`config.mk`:
```
export PLATFORM = sky130hd
export DESIGN_NAME = aes_keyed_string_unmask_flat
export DESIGN_NICKNAME = d
export VERILOG_FILES = /design/src/rtl/aksu_pkg.sv /design/src/rtl/aksu_stream_if.sv /design/src/rtl/aksu_aes_core.sv /design/src/rtl/aes_keyed_string_unmask.sv /design/src/flat_wrapper.sv
export SDC_FILE = /design/constraint.sdc
export NUM_CORES = 1
export LEC_CHECK = 0
export ABC_AREA = 1
export BUFFER_PORTS_ARGS = -buffer_cell sky130_fd_sc_hd__buf_2
export CAP_MARGIN = 30
export CORE_ASPECT_RATIO = 1.25
export CORE_MARGIN = 1
export CORE_UTILIZATION = 50
export DETAILED_ROUTE_END_ITERATION = 8
export PLACE_DENSITY_LB_ADDON = 0.05
export REMOVE_ABC_BUFFERS = 1
export SLEW_MARGIN = 40
export SYNTH_ARGS = -nofsm -noshare
export SYNTH_HDL_FRONTEND = slang
export SYNTH_SLANG_ARGS = --single-unit
export TNS_END_PERCENT = 100
```
`constraint.sdc`:
```
create_clock -name clk_i -period 2.3 [get_ports clk_i]
set_input_delay 0.345 -clock clk_i [delete_from_list [all_inputs] [get_ports clk_i]]
set_output_delay 0.345 -clock clk_i [all_outputs]
set_load 0.02 [all_outputs]
```
`src/rtl/aksu_pkg.sv`:
```
`timescale 1ns / 1ps
package aksu_pkg;

  localparam int unsigned KeyBytes = 16;
  localparam int unsigned NumRounds = 10;

  typedef struct packed {
    logic       first_byte;
    logic [31:0] string_offset;
    logic [31:0] string_size;
    logic [7:0]  cipher_byte;
  } in_word_t;

  typedef struct packed {
    logic [7:0] plain_byte;
    logic       last_byte;
  } out_word_t;

  localparam logic [7:0] SBOX [256] = '{
    8'h63,8'h7c,8'h77,8'h7b,8'hf2,8'h6b,8'h6f,8'hc5,8'h30,8'h01,8'h67,8'h2b,8'hfe,8'hd7,8'hab,8'h76,
    8'hca,8'h82,8'hc9,8'h7d,8'hfa,8'h59,8'h47,8'hf0,8'had,8'hd4,8'ha2,8'haf,8'h9c,8'ha4,8'h72,8'hc0,
    8'hb7,8'hfd,8'h93,8'h26,8'h36,8'h3f,8'hf7,8'hcc,8'h34,8'ha5,8'he5,8'hf1,8'h71,8'hd8,8'h31,8'h15,
    8'h04,8'hc7,8'h23,8'hc3,8'h18,8'h96,8'h05,8'h9a,8'h07,8'h12,8'h80,8'he2,8'heb,8'h27,8'hb2,8'h75,
    8'h09,8'h83,8'h2c,8'h1a,8'h1b,8'h6e,8'h5a,8'ha0,8'h52,8'h3b,8'hd6,8'hb3,8'h29,8'he3,8'h2f,8'h84,
    8'h53,8'hd1,8'h00,8'hed,8'h20,8'hfc,8'hb1,8'h5b,8'h6a,8'hcb,8'hbe,8'h39,8'h4a,8'h4c,8'h58,8'hcf,
    8'hd0,8'hef,8'haa,8'hfb,8'h43,8'h4d,8'h33,8'h85,8'h45,8'hf9,8'h02,8'h7f,8'h50,8'h3c,8'h9f,8'ha8,
    8'h51,8'ha3,8'h40,8'h8f,8'h92,8'h9d,8'h38,8'hf5,8'hbc,8'hb6,8'hda,8'h21,8'h10,8'hff,8'hf3,8'hd2,
    8'hcd,8'h0c,8'h13,8'hec,8'h5f,8'h97,8'h44,8'h17,8'hc4,8'ha7,8'h7e,8'h3d,8'h64,8'h5d,8'h19,8'h73,
    8'h60,8'h81,8'h4f,8'hdc,8'h22,8'h2a,8'h90,8'h88,8'h46,8'hee,8'hb8,8'h14,8'hde,8'h5e,8'h0b,8'hdb,
    8'he0,8'h32,8'h3a,8'h0a,8'h49,8'h06,8'h24,8'h5c,8'hc2,8'hd3,8'hac,8'h62,8'h91,8'h95,8'he4,8'h79,
    8'he7,8'hc8,8'h37,8'h6d,8'h8d,8'hd5,8'h4e,8'ha9,8'h6c,8'h56,8'hf4,8'hea,8'h65,8'h7a,8'hae,8'h08,
    8'hba,8'h78,8'h25,8'h2e,8'h1c,8'ha6,8'hb4,8'hc6,8'he8,8'hdd,8'h74,8'h1f,8'h4b,8'hbd,8'h8b,8'h8a,
    8'h70,8'h3e,8'hb5,8'h66,8'h48,8'h03,8'hf6,8'h0e,8'h61,8'h35,8'h57,8'hb9,8'h86,8'hc1,8'h1d,8'h9e,
    8'he1,8'hf8,8'h98,8'h11,8'h69,8'hd9,8'h8e,8'h94,8'h9b,8'h1e,8'h87,8'he9,8'hce,8'h55,8'h28,8'hdf,
    8'h8c,8'ha1,8'h89,8'h0d,8'hbf,8'he6,8'h42,8'h68,8'h41,8'h99,8'h2d,8'h0f,8'hb0,8'h54,8'hbb,8'h16
  };

  function automatic logic [7:0] gf_double(input logic [7:0] x);
    gf_double = {x[6:0], 1'b0} ^ (x[7] ? 8'h1b : 8'h00);
  endfunction

endpackage

```
`src/rtl/aksu_stream_if.sv`:
```
`timescale 1ns / 1ps
interface aksu_stream_if #(
  parameter type word_t = logic
);
  logic  valid;
  logic  ready;
  word_t data;

  modport source (output valid, output data, input ready);
  modport sink (input valid, input data, output ready);
endinterface

```
`src/rtl/aksu_aes_core.sv`:
```
`timescale 1ns / 1ps
module aksu_aes_core (
  input  logic         clk_i,
  input  logic         rst_ni,
  input  logic         start_i,
  input  logic [127:0] key_i,
  output logic         done_o,
  output logic [127:0] mask_o
);
  import aksu_pkg::*;

  // One round per cycle; the round key is expanded alongside the state.
  logic [127:0] state_q, state_d;
  logic [127:0] rkey_q, rkey_d;
  logic [7:0]   rcon_q, rcon_d;
  logic [3:0]   round_q, round_d;
  logic         busy_q, busy_d;
  logic         done_q, done_d;

  logic [7:0]   st_b [16];
  logic [7:0]   rk_b [16];
  logic [7:0]   sr_b [16];
  logic [7:0]   mc_b [16];
  logic [7:0]   nk_b [16];
  logic [127:0] next_state, next_key;

  always_comb begin
    for (int i = 0; i < 16; i++) begin
      st_b[i] = state_q[8*i +: 8];
      rk_b[i] = rkey_q[8*i +: 8];
    end
    for (int c = 0; c < 4; c++) begin
      for (int r = 0; r < 4; r++) begin
        sr_b[c*4+r] = SBOX[st_b[((c + r) % 4)*4 + r]];
      end
    end
    for (int c = 0; c < 4; c++) begin
      logic [7:0] a0, a1, a2, a3, al;
      a0 = sr_b[c*4]; a1 = sr_b[c*4+1]; a2 = sr_b[c*4+2]; a3 = sr_b[c*4+3];
      al = a0 ^ a1 ^ a2 ^ a3;
      mc_b[c*4]   = a0 ^ al ^ gf_double(a0 ^ a1);
      mc_b[c*4+1] = a1 ^ al ^ gf_double(a1 ^ a2);
      mc_b[c*4+2] = a2 ^ al ^ gf_double(a2 ^ a3);
      mc_b[c*4+3] = a3 ^ al ^ gf_double(a3 ^ a0);
    end
    nk_b[0] = rk_b[0] ^ SBOX[rk_b[13]] ^ rcon_q;
    nk_b[1] = rk_b[1] ^ SBOX[rk_b[14]];
    nk_b[2] = rk_b[2] ^ SBOX[rk_b[15]];
    nk_b[3] = rk_b[3] ^ SBOX[rk_b[12]];
    for (int i = 4; i < 16; i++) begin
      nk_b[i] = rk_b[i] ^ nk_b[i-4];
    end
    for (int i = 0; i < 16; i++) begin
      next_key[8*i +: 8] = nk_b[i];
      next_state[8*i +: 8] = ((round_q == 4'(NumRounds)) ? sr_b[i] : mc_b[i]) ^ nk_b[i];
    end
  end

  always_comb begin
    state_d = state_q;
    rkey_d  = rkey_q;
    rcon_d  = rcon_q;
    round_d = round_q;
    busy_d  = busy_q;
    done_d  = 1'b0;
    if (start_i) begin
      state_d = key_i;
      rkey_d  = key_i;
      rcon_d  = 8'h01;
      round_d = 4'd1;
      busy_d  = 1'b1;
    end else if (busy_q) begin
      state_d = next_state;
      rkey_d  = next_key;
      rcon_d  = gf_double(rcon_q);
      round_d = round_q + 4'd1;
      if (round_q == 4'(NumRounds)) begin
        busy_d = 1'b0;
        done_d = 1'b1;
      end
    end
  end

  always_ff @(posedge clk_i or negedge rst_ni) begin
    if (!rst_ni) begin
      busy_q  <= 1'b0;
      done_q  <= 1'b0;
      round_q <= '0;
    end else begin
      busy_q  <= busy_d;
      done_q  <= done_d;
      round_q <= round_d;
    end
  end

  always_ff @(posedge clk_i) begin
    state_q <= state_d;
    rkey_q  <= rkey_d;
    rcon_q  <= rcon_d;
  end

  assign done_o = done_q;
  assign mask_o = state_q;
endmodule

```
`src/rtl/aes_keyed_string_unmask.sv`:
```
`timescale 1ns / 1ps
// A first word loads the AES core, which runs 10 AES rounds in one shared round
// unit before its result is registered; any other word is registered directly.
// Throughput: one word per cycle between first words, unless out_o.ready stalls.
// Reset: asynchronous, active low; mask, byte index and held size clear to zero.
module aes_keyed_string_unmask (
  input  logic clk_i,
  input  logic rst_ni,
  aksu_stream_if.sink   in_i,
  aksu_stream_if.source out_o
);
  import aksu_pkg::*;

  localparam logic [1:0] StRun  = 2'd0;
  localparam logic [1:0] StAes  = 2'd1;
  localparam logic [1:0] StHold = 2'd2;

  logic [1:0]   st_q, st_d;
  logic [7:0]   mask_q [KeyBytes];
  logic [31:0]  idx_q, size_q;
  logic [7:0]   byte_q;
  logic         ov_q;
  out_word_t    res_q;
  logic         aes_start, aes_done;
  logic [127:0] aes_mask;
  in_word_t     iw;
  logic         take, out_free;
  logic         proc;
  logic [31:0]  p_idx, p_size;
  logic [7:0]   p_byte, p_mask;
  logic [3:0]   slot;

  assign iw       = in_i.data;
  assign out_free = !ov_q || out_o.ready;
  assign in_i.ready = (st_q == StRun) && out_free;
  assign take     = in_i.valid && in_i.ready;
  assign aes_start = take && iw.first_byte;

  aksu_aes_core u_aes (
    .clk_i, .rst_ni,
    .start_i(aes_start),
    .key_i  ({64'd0, iw.string_size, iw.string_offset}),
    .done_o (aes_done),
    .mask_o (aes_mask)
  );

  // A plain word is processed on acceptance; a first word after the AES run.
  assign proc   = (take && !iw.first_byte) || aes_done;
  assign p_idx  = aes_done ? 32'd0 : idx_q;
  assign p_size = size_q;
  assign p_byte = aes_done ? byte_q : iw.cipher_byte;
  assign slot   = p_idx[3:0];
  assign p_mask = aes_done ? aes_mask[8*slot +: 8] : mask_q[slot];

  always_comb begin
    st_d = st_q;
    unique case (st_q)
      StRun:   if (aes_start) st_d = StAes;
      StAes:   if (aes_done) st_d = StRun;
      default: st_d = StRun;
    endcase
  end

  always_ff @(posedge clk_i or negedge rst_ni) begin
    if (!rst_ni) begin
      st_q   <= StRun;
      idx_q  <= '0;
      size_q <= '0;
      ov_q   <= 1'b0;
      for (int i = 0; i < KeyBytes; i++) mask_q[i] <= '0;
    end else begin
      st_q <= st_d;
      if (aes_start) begin
        size_q <= iw.string_size;
      end
      if (aes_done) begin
        for (int i = 0; i < KeyBytes; i++) mask_q[i] <= aes_mask[8*i +: 8];
      end
      if (proc) begin
        mask_q[slot] <= p_mask + p_idx[7:0];
        idx_q        <= p_idx + 32'd1;
        ov_q         <= 1'b1;
      end else if (out_o.ready) begin
        ov_q <= 1'b0;
      end
    end
  end

  always_ff @(posedge clk_i) begin
    if (aes_start) byte_q <= iw.cipher_byte;
    if (proc) begin
      res_q.plain_byte <= p_byte ^ p_mask;
      res_q.last_byte  <= (p_idx + 32'd1) == p_size;
    end
  end

  assign out_o.valid = ov_q;
  assign out_o.data  = res_q;

  // StHold is reserved; the run state machine never enters it.
  a_no_hold: assert property (@(posedge clk_i) disable iff (!rst_ni) st_q != StHold)
    else $error("unexpected state");
  a_done_in_aes: assert property (@(posedge clk_i) disable iff (!rst_ni)
    aes_done |-> st_q == StAes) else $error("AES done outside run");
  a_no_overwrite: assert property (@(posedge clk_i) disable iff (!rst_ni)
    (ov_q && !out_o.ready) |=> $stable(res_q)) else $error("result overwritten");
  a_busy_blocks: assert property (@(posedge clk_i) disable iff (!rst_ni)
    aes_start |=> !in_i.ready) else $error("ready during AES");
endmodule
```
`src/flat_wrapper.sv`:
```
// flat-port wrapper written by rule: the top's interface ports become plain ports
module aes_keyed_string_unmask_flat import aksu_pkg::*;
  (clk_i, rst_ni, in_i_valid, in_i_data, in_i_ready, out_o_valid, out_o_data, out_o_ready);
  aksu_stream_if in_i_i ();
  aksu_stream_if out_o_i ();
  input  logic clk_i;
  input  logic rst_ni;
  input wire logic [$bits(in_i_i.valid)-1:0] in_i_valid;
  input wire logic [$bits(in_i_i.data)-1:0] in_i_data;
  output wire logic [$bits(in_i_i.ready)-1:0] in_i_ready;
  output wire logic [$bits(out_o_i.valid)-1:0] out_o_valid;
  output wire logic [$bits(out_o_i.data)-1:0] out_o_data;
  input wire logic [$bits(out_o_i.ready)-1:0] out_o_ready;
  assign in_i_i.valid = in_i_valid;
  assign in_i_i.data = in_i_data;
  assign in_i_ready = in_i_i.ready;
  assign out_o_valid = out_o_i.valid;
  assign out_o_data = out_o_i.data;
  assign out_o_i.ready = out_o_ready;
  aes_keyed_string_unmask u_core (.clk_i(clk_i), .rst_ni(rst_ni), .in_i(in_i_i), .out_o(out_o_i));
endmodule
```
==> qor.csv, run 1 <==
metric,value,unit
switchingPower,0.9221,mW
pwr-share-seq,44.3,%
grt_antenna_before_repair,0,
numCtsBuffers,5,
yosysTopAreaCell,dfrtp_1,
p_leak,1.374,nW
clk_latency,300,ps
die_area,0.005751,mm2
final_common_cell,nand2_1,
ys_top_cells_by_area,"dfrtp_1 (36%), nand2_1 (20%), nor2_1 (7.4%)",
layout.nets,421,
yosys_register_bits,40,
rows,29,
startpoint_type,flip-flop,
wirelength,6.728,mm
synth-adder-area-share,0.9183,%
critPathRequiredTime,2460,ps
synth_mux_area_share,0,%
netlist_instances,398,
synth_top_area_share,35.81,%
clkTransAtPathRegs,80,ps
final.min_clock_period,2125,ps
drt-pass1-iter-count,4,
synthXorXnorAreaFrac,2.250,%
pwr-share-comb,33.9,%
crit_fanout,20,
root_buffer,clkbuf_8,
dp_hpwl,4.988,mm
synth_compound_area_share,7.989,%
synth-simple-area-share,43.71,%
max-cap-violations,0,
grt_overflow,0,
grt_max_degree,40,
hold_class,in -> reg,
p_int,1.460,mW
fillers,505,
ios,8,
timing.critical_path.mode_cell,nor2_1,
drc_errors,0,
netlist_area,0.002725,mm2
crit_path_start,u_core.u_aes.done_o,
cp_cell_sequence,"bufinv_16, nand3_1, nor2_4, nand2_2, o21bai_1, nand2_1, nor2_1, nand2_1, nor2_1, nand3_1, nor2_1",
numClockSinks,40,
die_w,68.03,um
core,0.005152,mm2
min_from,out_o_ready,
avgViaCountPerCell,5.317,
via_count,2536,
gp_congestion,0.8604,
synth_cell_types,31,
io_buffers,6,
reg2reg_from,u_core.u_aes.done_o,
ys_seq_area_share,36.91,%
async_flop_share,97.50,%
slew_headroom,66.69,%
finalSetupViolCount,0,
cts_htree_levels,2,
drive_gt1_share,13.49,%
cts_tree,done,
fin_util,58.16,%
finalMaxSlewViolations,0,
max_freq,0.4707,GHz
placedCellCount,463,
totalPowerFinal,2.382,mW
synth_top_family_by_area,simple AND/OR/NAND/NOR gates,
vdd_drop_max,546.7,uV
path_class,reg -> reg,
route.detailed.wl_per_inst,14.10,um
hold_viol,0,
switching_share,38.70,%
max_stage_delay,430,ps
status,"finished, final reports clean",
rsz0062_at_grt,no,
synth.avg_cell_area,6.847,um2
ys_warn_count,0,
crit_path_top_delay_cell,dfrtp_2,
synthFlopType,dfrtp_1,
layout_common_cells,"nand2_1 (141), nor2_1 (51), dfrtp_1 (38)",
stdcell_count,477,
antennaDiodeCount,0,
p_per_area,795.0,mW/mm2
first_iter_violations,125,
cp.arrival,2290,ps
clk_path_buf_depth,2,
synth_edf_count,1,
worst_setup_path_end_kind,flip-flop,
clockPowerShare,21.8,%
grt_pass1_vias,2478,
die_y,84.54,um
grt_pass1_wl,11.27,mm
skew,11.04,ps
timing.final.crit_share,92.37,%
ant_nets,0,
initial_core_util,52.89,%
worst_slew_pin_slew,496.5,ps
area_growth,9.963,%
grt_usage,26.29,%
-- area by class of cell --
| cell class | count | area, um2 | share of cell area [%] |
|---|---|---|---|
| multi-input combinational | 312 | 1515 | 50.56 |
| sequential | 40 | 1007 | 33.61 |
| inverter | 35 | 157.7 | 5.261 |
| timing repair buffer | 19 | 130.1 | 4.342 |
| clock buffer | 8 | 100.1 | 3.340 |
| tap | 62 | 77.57 | 2.589 |
| timing repair inverter | 1 | 8.758 | 0.2923 |
-- worst max-delay path, delay by kind of cell (launching register included) --
family / cells / cell delay [ps]
buffers and inverters: 1 / 240
AO/OA/AOI/OAI: 1 / 210
flip-flops: 1 / 430
AND/OR/NAND/NOR: 9 / 1120
-- worst paths after layout --
check	slack (ps)	cells past startpoint	endpoint
worst max-delay path	180	11	u_core.out_o.data
worst min-delay path	350	4	u_core.out_o.valid
worst max register to register	180	11	u_core.out_o.data
worst min register to register	510	2	u_core.idx_q[29]
max in group asynchronous	1160	3	u_core.u_aes.done_o
min in group asynchronous	450	2	u_core.idx_q[28]
-- Yosys cell counts (2+ instances only) --
library cell,number
a31oi_1,4
and2_1,2
buf_6,3
clkbuf_1,5
dfrtp_1,39
ha_1,2
inv_1,33
nand2_1,142
nand2_2,3
nand3_1,35
nand3_2,5
nand3b_1,7
nor2_1,54
nor2_2,9
nor2_4,5
o21ai_0,20
o21bai_1,3
o22ai_1,9
xnor2_1,3
xor2_1,4
-- power by group through the flow --
stage	sequential [mW]	combinational, mW	clock [mW]
after floorplan	1.01	0.611	0
after global placement	1.06	0.758	0
after detailed placement	1.07	0.776	0
after CTS	1.05	0.780	0.532
after global routing	1.08	0.922	0.561
final	1.06	0.807	0.519
-- metal layers --
layer / part of all wire, % / global-route usage (%) / wire [um]
met1: 43 / 30.81 / 2886
met3: 3.7 / 4.348 / 247
met2: 50 / 45.54 / 3359
met4: 3.5 / 11.17 / 235
met5: 0 / 0 / 0
-- flip-flops by register name (all words and copies together) (netlist names) --
name and count:
u_core.idx_q 32, u_core.u_aes.done_o 1, u_core.u_aes.busy_q 1, u_core.out_o.data 1, u_core.out_o.valid 1, u_core.u_aes.round_q 4
-- cell families after synthesis --
logic type / after synthesis
AO/OA/AOI/OAI: 38
XOR/XNOR: 7
adder cells (fa/ha/maj): 2
buffers and inverters: 46
flip-flops: 40
AND/OR/NAND/NOR: 265
-- per-stage QoR --
step                      worst slack [ps]  cell area (um2)  hold slack [ps]  setup TNS [ps]
after detailed placement             126.2             2810            247.6               0
after global placement               154.8             2810            246.6               0
final                                175.5             2997            345.9               0
after floorplan                     -685.8             2640            49.41           -7729
after global routing                 26.65             2997            346.1               0
after CTS                            114.7             2920            341.0               0
-- timing repair --
item                                    4_1_cts  5_1_grt
endpoints found under the setup margin        0        1
setup buffers                                 0        4
resized for setup                             0        8
hold endpoints to repair                     11        0
hold buffers                                  1        0
No activity file was read; power rests on OpenSTA's default activity.
==> run 2, diff against run 1 <==
- ABC_AREA: 1 -> unset
- HOLD_SLACK_MARGIN: unset -> 0.03
==> run 2 against run 1 <==
- register-to-register slack improved by 270 ps
- utilization fell by 1.7 points
- clock skew fell by 4.7 ps
- synthesized cell count fell by 44%
- first-iteration DRC count fell by 37%
- cell count fell by 41%
- global-route usage fell by 5.3 points
- setup slack improved by 270 ps
- via count fell by 36%
- highest routed layer unchanged
==> qor.csv, run 2 <==
metric,value,unit
status,"finished, final reports clean",
yosys_register_bits,40,
synth_commonest_cells,"dfrtp_1 (39), nor2_1 (19), nand2_1 (18), nor4_1 (13), nor2b_1 (12)",
numClockSinks,40,
path_depth,4,
crit_path_top_delay_cell,o311ai_0,
rsz0062_at_grt,no,
netlist_area,0.002195,mm2
die_area,0.004660,mm2
synth.most_common_cell,dfrtp_1,
root_buffer,clkbuf_8,
cts_htree_levels,2,
reg2reg_from,u_core.idx_q[4],
path_class,reg -> reg,
hold_class,in -> async,
synth.avg_cell_area,9.886,um2
vdd_drop_max,410.9,uV
grt_max_degree,40,
die_w,61.26,um
numCtsBuffers,5,
ios,8,
first_iter_violations,79,
crit_buf_inv,0,
die_y,76.07,um
io_buffers,6,
layout_common_cells,"dfrtp_1 (39), nor2_1 (19), nand2_1 (18)",
final_common_cell,dfrtp_1,
p_per_area,613.6,mW/mm2
fin_util,56.48,%
timing.final.crit_share,80.76,%
gp_congestion,0.7944,
place_area,0.002256,mm2
avgViaCountPerCell,5.787,
drive_gt1_share,13.72,%
clkTransAtPathRegs,70,ps
ant_nets,0,
dp_hpwl,2.914,mm
path_delay_family,simple AND/OR/NAND/NOR gates,
grt_pass1_wl,7.369,mm
final.min_clock_period,1858,ps
netlist_instances,222,
r2r_cells,4,
multi_input_area,0.001091,mm2
finalSetupViolCount,0,
area_growth,6.328,%
rrSetupSlack,440,ps
layout.nets,233,
crit_fanout,11,
ys_seq_area_share,45.84,%
async_flop_share,97.50,%
worst_slew_pin_slew,499.9,ps
startpoint_type,flip-flop,
ys_warn_count,0,
r2r-end,u_core.idx_q[11],
hold_viol,0,
via_count,1632,
max_stage_delay,440,ps
route.detailed.wl_per_inst,14.88,um
grt_usage,20.99,%
cts_repair_resize_count,0,
max_freq,0.5383,GHz
largest_register,u_core.idx_q,
slew_headroom,66.67,%
skew,6.358,ps
largestRegisters,"u_core.idx_q: 32 flops, u_core.u_aes.round_q: 4 flops",
initial_core_util,53.12,%
grt_pass1_vias,1695,
synth_edf_count,1,
finalMaxSlewViolations,0,
synth_cell_types,46,
whs,22.48,ps
largest_register_ffs,32,
clk_path_buf_depth,2,
fin_setup_tns,0,ps
fillers,382,
cp_cell_sequence,"and4_1, nand4_1, o311ai_0, o41ai_1",
core,0.004131,mm2
critPathRequiredTime,2460,ps
antennaDiodeCount,0,
postCtsSetupBuffers,0,
clk_latency,290,ps
cp.arrival,2010,ps
max-cap-violations,0,
wirelength,4.196,mm
rows,26,
p_leak,1.016,nW
ys_top_cells_by_area,"dfrtp_1 (44%), mux2_2 (4.1%), nor4_1 (3.7%)",
register_area,0.001006,mm2
worst_setup_path_end_kind,flip-flop,
grt_overflow,0,
synthFlopType,dfrtp_1,
synth_top_area_share,44.47,%
hold_buffers,0,
finalInstanceArea,0.002333,mm2
drt-pass1-iter-count,4,
grt_antenna_before_repair,0,
yosysTopAreaCell,dfrtp_1,
drc_errors,0,
cts_tree,done,
-- run 2: cell types whose count changed after synthesis, moves of 6 or more --
cell,delta
nand2_1,-124
nor2_1,-35
nand3_1,-27
inv_1,-25
o21ai_0,-15
nor4_1,+13
nor2b_1,+12
nand4_1,+10
nor2_2,-9
o22ai_1,-9
mux2_2,+8
nand3b_1,-7
a21oi_1,+6
-- run 2: per-layer routing --
metal  global-route usage, %  part of all wire (%)
met3                   4.754                   2.2
met5                       0                     0
met2                   35.43                    51
met1                   24.92                    44
met4                   8.182                   2.0
-- run 2: cell families after synthesis --
logic type / synth area share, %
mux: 7.526
fa+ha+maj: 1.140
simple gates: 30.62
xor+xnor: 4.390
buf+inv: 4.447
flops: 45.84
compound gates: 6.043
-- run 2: layout make-up --
cell class	instances	share of cell area (%)
clock inverters	1	0.2145
flip-flops and latches	40	43.11
inverters	9	1.448
repair buffers	9	2.359
multi-input cells	161	46.76
well taps	56	3.003
clock buffers	6	3.110
-- run 2: power by group --
group,leakage [nW],internal (mW),switching [mW]
Combinational,0.459,0.0682,0.0976
Sequential,0.516,0.770,0.0602
Clock,0.0410,0.206,0.230
Total,1.02,1.04,0.388
-- run 2: how the worst max path moves through the flow --
stage                                   start          endpoint  slack [ps]
after global placement        u_core.idx_q[9]  u_core.idx_q[31]         490
after detailed placement      u_core.idx_q[9]  u_core.idx_q[28]         460
final                         u_core.idx_q[4]  u_core.idx_q[11]         440
after floorplan           u_core.u_aes.done_o  u_core.idx_q[28]         300
after global routing          u_core.idx_q[4]  u_core.idx_q[11]         220
after CTS                     u_core.idx_q[9]  u_core.idx_q[28]         440
-- run 2: stage by stage --
step / power (mW) / setup WS [ps] / cells
floorplan: 0.9462 / 295.1 / 210
global placement: 0.9917 / 488.3 / 275
detailed placement: 1.009 / 457.6 / 275
CTS: 1.445 / 444.9 / 282
global route: 1.509 / 218.9 / 282
finish: 1.432 / 442.5 / 282
